## config.mk

```make
export PLATFORM = sky130hd
export DESIGN_NAME = vcso_ctrl
export DESIGN_NICKNAME = d
export VERILOG_FILES = /design/src/sv/vcso_pkg.sv /design/src/sv/vcso_ctrl.sv
export SDC_FILE = /design/constraint.sdc
export NUM_CORES = 1
export LEC_CHECK = 0
export ABC_AREA = 0
export BUFFER_PORTS_ARGS = -buffer_cell sky130_fd_sc_hd__buf_2
export CORE_MARGIN = 5
export CORE_UTILIZATION = 38
export DETAILED_ROUTE_END_ITERATION = 10
export PLACE_DENSITY = 0.72
export SLEW_MARGIN = 20
export SYNTH_ARGS = -nofsm -noshare
export SYNTH_HDL_FRONTEND = slang
export SYNTH_SLANG_ARGS = --single-unit
```

## constraint.sdc

```tcl
create_clock -name clk -period 2.55 [get_ports clk]
set_clock_uncertainty 0.05 [all_clocks]
set_input_delay 0.255 -clock clk [delete_from_list [all_inputs] [get_ports clk]]
set_output_delay 0.255 -clock clk [all_outputs]
set_load 0.02 [all_outputs]
```

## src/sv/vcso_pkg.sv

```systemverilog
// ----------------------------------------------------------------------------
// vcso_pkg
// Shared types, register indexes and helpers of the column span occluder.
// ----------------------------------------------------------------------------
`default_nettype none

package vcso_pkg;

	localparam int CFG_IDX_W = 3;
	localparam int CFG_DATA_W = 20;
	localparam int DIV_W = 30;
	localparam int DIVISOR_W = 10;
	localparam int ROW_W = 24;

	localparam logic [CFG_IDX_W-1:0] REG_ALTITUDE = 3'd0;
	localparam logic [CFG_IDX_W-1:0] REG_HORIZON = 3'd1;
	localparam logic [CFG_IDX_W-1:0] REG_HSCALE = 3'd2;
	localparam logic [CFG_IDX_W-1:0] REG_SKY_RED = 3'd3;
	localparam logic [CFG_IDX_W-1:0] REG_SKY_GREEN = 3'd4;
	localparam logic [CFG_IDX_W-1:0] REG_SKY_BLUE = 3'd5;

	localparam logic [19:0] ALTITUDE_RST = 20'd65536;
	localparam logic signed [17:0] HORIZON_RST = 18'sd25600;
	localparam logic [9:0] HSCALE_RST = 10'd256;
	localparam logic [7:0] SKY_RED_RST = 8'd135;
	localparam logic [7:0] SKY_GREEN_RST = 8'd206;
	localparam logic [7:0] SKY_BLUE_RST = 8'd235;

	typedef struct packed {
		logic mode;
		logic [9:0] column;
		logic [2:0] cover_cols;
		logic [9:0] distance;
		logic [7:0] terrain_height;
		logic [7:0] in_red;
		logic [7:0] in_green;
		logic [7:0] in_blue;
		logic [8:0] fog_alpha;
	} in_item_t;

	typedef struct packed {
		logic [9:0] span_x;
		logic [8:0] span_top;
		logic [2:0] span_width;
		logic [8:0] span_height;
		logic [7:0] out_red;
		logic [7:0] out_green;
		logic [7:0] out_blue;
	} out_item_t;

	typedef struct packed {
		logic load;
		logic clr_init;
		logic clr_step;
		logic rd_step;
		logic row_calc;
		logic k_clr;
		logic wr_step;
		logic out_load;
	} ctl_cmd_t;

	typedef struct packed {
		logic in_mode;
		logic in_col_ok;
		logic clr_last;
		logic k_last;
		logic div_busy;
		logic visible;
		logic out_free;
	} ctl_sts_t;

	function automatic logic [7:0] fog_mix(logic [7:0] c, logic [7:0] sky, logic [8:0] a);
		logic [8:0] inv;
		logic [16:0] t;
		inv = 9'd256 - a;
		t = 17'(c * inv) + 17'(sky * a);
		return t[15:8];
	endfunction

endpackage

`default_nettype wire

```

## src/sv/vcso_ctrl.sv

```systemverilog
// ----------------------------------------------------------------------------
// vcso_ctrl
// Sequencer: buffer clear, span read, divide wait, visibility, write, emit.
// ----------------------------------------------------------------------------
`default_nettype none

module vcso_ctrl (
	input  wire logic clk,
	input  wire logic arst_n,
	input  wire logic in_valid,
	output logic in_ready,
	input  wire vcso_pkg::ctl_sts_t sts,
	output vcso_pkg::ctl_cmd_t cmd
);

	typedef enum logic [7:0] {
		S_CLEAR = 8'b0000_0001,
		S_IDLE  = 8'b0000_0010,
		S_READ  = 8'b0000_0100,
		S_DIV   = 8'b0000_1000,
		S_ROW   = 8'b0001_0000,
		S_CHECK = 8'b0010_0000,
		S_WRITE = 8'b0100_0000,
		S_EMIT  = 8'b1000_0000
	} state_t;

	state_t state_q, state_d;

	always_ff @(posedge clk or negedge arst_n) begin
		if (!arst_n) begin
			state_q <= S_CLEAR;
		end else begin
			state_q <= state_d;
		end
	end

	assign in_ready = (state_q == S_IDLE);

	always_comb begin
		state_d = state_q;
		cmd = '0;
		case (state_q)
			S_CLEAR: begin
				cmd.clr_step = 1'b1;
				if (sts.clr_last) state_d = S_IDLE;
			end
			S_IDLE: begin
				if (in_valid) begin
					cmd.load = 1'b1;
					if (!sts.in_mode) begin
						cmd.clr_init = 1'b1;
						state_d = S_CLEAR;
					end else if (sts.in_col_ok) begin
						state_d = S_READ;
					end
				end
			end
			S_READ: begin
				cmd.rd_step = 1'b1;
				if (sts.k_last) state_d = S_DIV;
			end
			S_DIV: begin
				if (!sts.div_busy) state_d = S_ROW;
			end
			S_ROW: begin
				cmd.row_calc = 1'b1;
				state_d = S_CHECK;
			end
			S_CHECK: begin
				cmd.k_clr = 1'b1;
				state_d = sts.visible ? S_WRITE : S_IDLE;
			end
			S_WRITE: begin
				cmd.wr_step = 1'b1;
				if (sts.k_last) state_d = S_EMIT;
			end
			S_EMIT: begin
				if (sts.out_free) begin
					cmd.out_load = 1'b1;
					state_d = S_IDLE;
				end
			end
			default: state_d = S_CLEAR;
		endcase
	end

endmodule

`default_nettype wire

```

==> results of run 1 <==
-- power by group through the flow --
stage	registers (mW)	clock network, mW	logic, mW
3_5_place_dp	0.203	0	0.338
2_1_floorplan	0.183	0	0.284
3_3_place_gp	0.201	0	0.339
4_1_cts	0.201	0.114	0.341
5_1_grt	0.208	0.120	0.381
6_report	0.203	0.112	0.342
-- layer usage --
metal | vias to the layer above | part of all wire [%]
li1 | 312 | -
met1 | 283 | 46
met2 | 24 | 44
met3 | 5 | 7.7
met4 | 0 | 2.3
met5 | - | 0
-- synth_stat cells, types with 3 or more instances --
master | count | area (um2)
buf_6 | 4 | 45.0
dfrtp_1 | 7 | 175
inv_1 | 6 | 22.5
nand2_1 | 3 | 11.3
nor2_1 | 10 | 37.5
nor3b_1 | 3 | 22.5
o21ai_0 | 6 | 30.0
-- stage by stage --
step | hold WS, ns | instance area (um2)
floorplan | -0.0906 | 652
global placement | 0.0600 | 718
detailed placement | 0.0588 | 718
CTS | 0.109 | 754
global route | 0.0994 | 754
finish | 0.106 | 754
-- cell type report --
cell class                 instances  area [um2]  area share [%]
sequential                         8         201            26.7
inverter                           6        22.5            2.99
clock buffer                       4        26.3            3.48
multi-input combinational         58         383            50.7
tap                               17        21.3            2.82
timing repair buffer              19         100            13.3
-- worst paths after layout --
kind                            start          to
max in group asynchronous      arst_n  state_q[0]
hold / removal                 sts[2]  state_q[4]
setup / recovery           state_q[7]      cmd[6]
hold reg to reg            state_q[5]  state_q[5]
setup reg to reg           state_q[1]  state_q[7]
min in group asynchronous      arst_n  state_q[3]
-- cells by family after synthesis --
kind of cell	Yosys count	share of synthesized area, %
AOI/OAI and AO/OA	19	18.4
xor gates and xnor gates	4	5.38
and+or+nand+nor	35	34.9
DFF	8	30.9
buffers and inverters	10	10.4
-- timing repair --
action                                 in CTS  in global routing
buffers inserted                            0                  0
hold buffers                                1                  0
endpoints found under the hold margin       7                  0
==> results.yml, run 1 <==
power_and_ir_drop:
  swShare_pct: 45.2
  seqPwrFrac_pct: 30.9
  p_clk_share_pct: 17.0
  p_per_area_nw_per_um2: 870
  peakVddDrop_v: 0.000506
  p_total_uw: 656
  p_sw_uw: 296
  p_leak_nw: 0.378
  internal_power_uw: 360
  power.combinational.fraction_pct: 52.1
synth:
  syn_inst: 76
  yosys_register_bits: 8
  syn-cell-area_um2: 652
  ys_seq_area_share_pct: 30.9
  yosysWarnings: 0
  synth_edf_count: 0
  synthFlopType: "dfrtp_1"
  async_flop_share_pct: 100
  syn_avg_cell_area_um2: 8.58
  syn-num-nets: 86
  synth_cell_types: 36
setup_path:
  cp_num_cells: 5
  worst-path-max-fanout: 10
  cp-end-kind: "output pin"
  cp_top_family: "simple AND/OR/NAND/NOR gates"
  cp_cell_sequence: "nor4_4 -> nand2_2 -> nor2_1 -> and3_1 -> buf_2"
  required_ns: 2.25
  slowest_stage: "dfrtp_1"
  critPathArrivalTime_ns: 1.92
  rr_worst_depth: 5
  r2r_slack_ns: 0.66
  startpoint_type: "register"
  critPathMaxStageDelay_ns: 0.53
  path_buf_inv: 1
  path_class: "reg -> out"
floorplanning:
  die_area_um2: 2640
  die_x_um: 51.4
  core_region_area_um2: 1670
  fp-row-count: 15
  num_io_pins: 19
  die_h_um: 51.4
  initial_utilization_pct: 39.0
finish:
  n_antenna_cell: 0
  syn_to_final_growth_pct: 15.7
  final_common_cell: "buf_2"
  top_regs: "state_q x8"
  nNetsFinal: 106
  layout-drive-gt1-share_pct: 28.4
  stdcell_count: 112
  top_register: "state_q"
  final_util_pct: 45.2
  fill_cells: 171
  largest_register_ffs: 8
  most-common-layout-cells: "buf_2 (18), nor2_1 (10), dfrtp_1 (7), inv_1 (6), o21ai_0 (6)"
grt:
  met3_usage_pct: 5.25
  top_usage_layer: "met2"
  grt_max_degree: 12
  antenna_found_initial: 0
  grt_use_met1_pct: 16.3
  use_met2_pct: 18.2
  overflow: 0
  grt_pass1_wl_mm: 2.53
  grt_usage_pct: 13.2
  grt_pass1_vias: 564
run:
  cap_violations: 0
sta:
  setup_ws_ns: 0.330
  hold_viol: 0
  fin_crit_ns: 2.22
  fin_tns_setup_ns: 0
  finalCritPeriodShare_pct: 87.1
  setup_viol: 0
  slew_headroom_pct: 71.4
  rsz0062_at_grt: "false"
  final_max_slew_viol_count: 0
  fmax_mhz: 450
  worstMarginPinSlew_ns: 0.429
clocking:
  cts_resized: 0
  tritoncts: "built"
  clock_path_buffers: 2
  htreeDepth: 1
  insertion_delay_ns: 0.27
  root_buffer: "clkbuf_4"
  cts_made_buffers: 3
  cts_sinks: 8
  clk_pin_slew_ns: 0.06
detailed_routing:
  detail-route-antenna-nets: 0
  wl_per_cell_um: 13.8
  firstDrtPassIters: 4
  vias: 624
  viasPerCell: 5.57
  drc: 0
  drtIter0Drc: 19
  totalWireLength_mm: 1.54
status:
  status: "finished, final reports clean"
placement:
  dp_slack_ns: 0.624
  dp_hpwl_mm: 1.20
  gp_congestion: 0.796
  dp_cells: 107
  portBuffers: 18
hold_path:
  hold_class: "in -> reg"
  min_path_cells: 2
Power figures use the tool's default switching activity.
==> inputs of run 2 (changes only) <==
CTS_BUF_LIST = sky130_fd_sc_hd__clkbuf_8 sky130_fd_sc_hd__clkbuf_16   (was default)
==> run 2 against run 1 <==
  * Utilization is 1.1 points higher
  * Wire length is 0.65% higher
  * Critical path depth stayed put
  * Sequential share of layout area is 0.65 points lower
  * Combinational power hardly changed
==> results.yml, run 2 (synthesis results as in run 1) <==
status:
  status: "finished, final reports clean"
floorplanning:
  fp-row-count: 15
  core_region_area_um2: 1670
  num_io_pins: 19
  die_x_um: 51.4
  initial_utilization_pct: 39.0
  die_area_um2: 2640
  die_h_um: 51.4
power_and_ir_drop:
  p_leak_nw: 0.390
  p_clk_share_pct: 22.8
  power.combinational.fraction_pct: 48.4
  peakVddDrop_v: 0.000525
  internal_power_uw: 405
  seqPwrFrac_pct: 28.9
  p_per_area_nw_per_um2: 912
  p_sw_uw: 300
  swShare_pct: 42.6
clocking:
  clk_pin_slew_ns: 0.05
  root_buffer: "clkbuf_8"
  insertion_delay_ns: 0.24
  htreeDepth: 1
  cts_made_buffers: 3
  cts_resized: 0
  clock_path_buffers: 2
  tritoncts: "built"
  cts_sinks: 8
detailed_routing:
  met3_length_um: 123
  vias: 630
  detail-route-antenna-nets: 0
  wl_met2_um: 682
  firstDrtPassIters: 4
  wl_per_cell_um: 13.9
  drtIter0Drc: 31
  totalWireLength_mm: 1.55
  drc: 0
  topRoutingLayerUsed: "met4"
  viasPerCell: 5.63
  met1_length_um: 718
placement:
  gp_congestion: 0.796
  portBuffers: 18
  dp_hpwl_mm: 1.20
  dp_cells: 107
finish:
  most-common-layout-cells: "buf_2 (18), nor2_1 (10), inv_1 (7), dfrtp_1 (7), o21ai_0 (6)"
  stdcell_count: 112
  top_regs: "state_q x8"
  layout-drive-gt1-share_pct: 28.4
  largest_register_ffs: 8
  nNetsFinal: 106
  final_common_cell: "buf_2"
  n_antenna_cell: 0
  syn_to_final_growth_pct: 18.6
  top_register: "state_q"
sta:
  fmax_mhz: 458
  worstMarginPinSlew_ns: 0.430
  fin_crit_ns: 2.19
  hold_viol: 0
  fin_tns_setup_ns: 0
  final_max_slew_viol_count: 0
  slew_headroom_pct: 71.3
  finalCritPeriodShare_pct: 85.7
  setup_viol: 0
  rsz0062_at_grt: "false"
hold_path:
  hold_class: "in -> reg"
setup_path:
  cp_cell_sequence: "nor4_4 -> nand2_2 -> nor2_1 -> and3_1 -> buf_2"
  cp-end-kind: "output pin"
  critPathMaxStageDelay_ns: 0.52
  cp_top_family: "simple AND/OR/NAND/NOR gates"
  path_class: "reg -> out"
  critPathArrivalTime_ns: 1.88
  required_ns: 2.25
  path_buf_inv: 1
  slowest_stage: "dfrtp_1"
  startpoint_type: "register"
  worst-path-max-fanout: 10
grt:
  grt_pass1_vias: 578
  overflow: 0
  grt_usage_pct: 13.6
  antenna_found_initial: 0
  grt_pass1_wl_mm: 2.62
  grt_max_degree: 12
run:
  cap_violations: 0
## run 2: what timing repair did
item,CTS,global route
setup endpoints to repair,0,0
hold buffers,1,0
buffers inserted,0,0
hold endpoints to repair,7,0
## run 2: worst paths after layout
| check | startpoint | end | slack [ns] | cells past startpoint |
|---|---|---|---|---|
| worst min register to register | state_q[5] | state_q[5] | 0.52 | 1 |
| min in group asynchronous | arst_n | state_q[5] | 0.34 | 2 |
| max in group asynchronous | arst_n | state_q[0] | 1.86 | 2 |
| worst max register to register | state_q[1] | state_q[7] | 0.66 | 5 |
| worst max-delay path | state_q[7] | cmd[6] | 0.36 | 5 |
| worst min-delay path | sts[2] | state_q[4] | 0.15 | 2 |
## run 2: power by group through the flow
stage | clock network, mW | registers, mW | logic [mW]
6_report | 0.161 | 0.203 | 0.341
5_1_grt | 0.171 | 0.209 | 0.381
4_1_cts | 0.164 | 0.201 | 0.341
3_5_place_dp | 0 | 0.203 | 0.338
3_3_place_gp | 0 | 0.201 | 0.339
2_1_floorplan | 0 | 0.183 | 0.284
## run 2: final cells by class
class	count	area, um2
multi-input cells	58	383
clock inverters	1	3.75
fillers	170	897
inverters	6	22.5
flip-flops and latches	8	201
well taps	17	21.3
clock buffers	3	41.3
repair buffers	19	100
## run 2: worst register-to-register path: stages (launching register included)
cell and delay [ns]:
dfrtp_1 0.43, or4_4 0.58, nor3_4 0.16, nand4b_1 0.16, o211ai_1 0.22, o22ai_1 0.15
## run 2: stage by stage
step	area (um2)	setup slack (ns)	util, %	power, mW	hold WS [ns]
after floorplan	652	0.576	-	0.467	-0.0906
after global placement	718	0.677	43.0	0.540	0.0600
after detailed placement	718	0.624	43.0	0.541	0.0588
after CTS	773	0.367	46.3	0.706	0.149
after global routing	773	0.147	46.3	0.760	0.140
final	773	0.365	46.3	0.705	0.146
## run 2: routing by layer
metal | GRT usage, % | vias up
li1 | - | 312
met4 | 9.61 | 0
met3 | 5.25 | 2
met5 | 0 | -
met1 | 16.8 | 289
met2 | 19.1 | 27
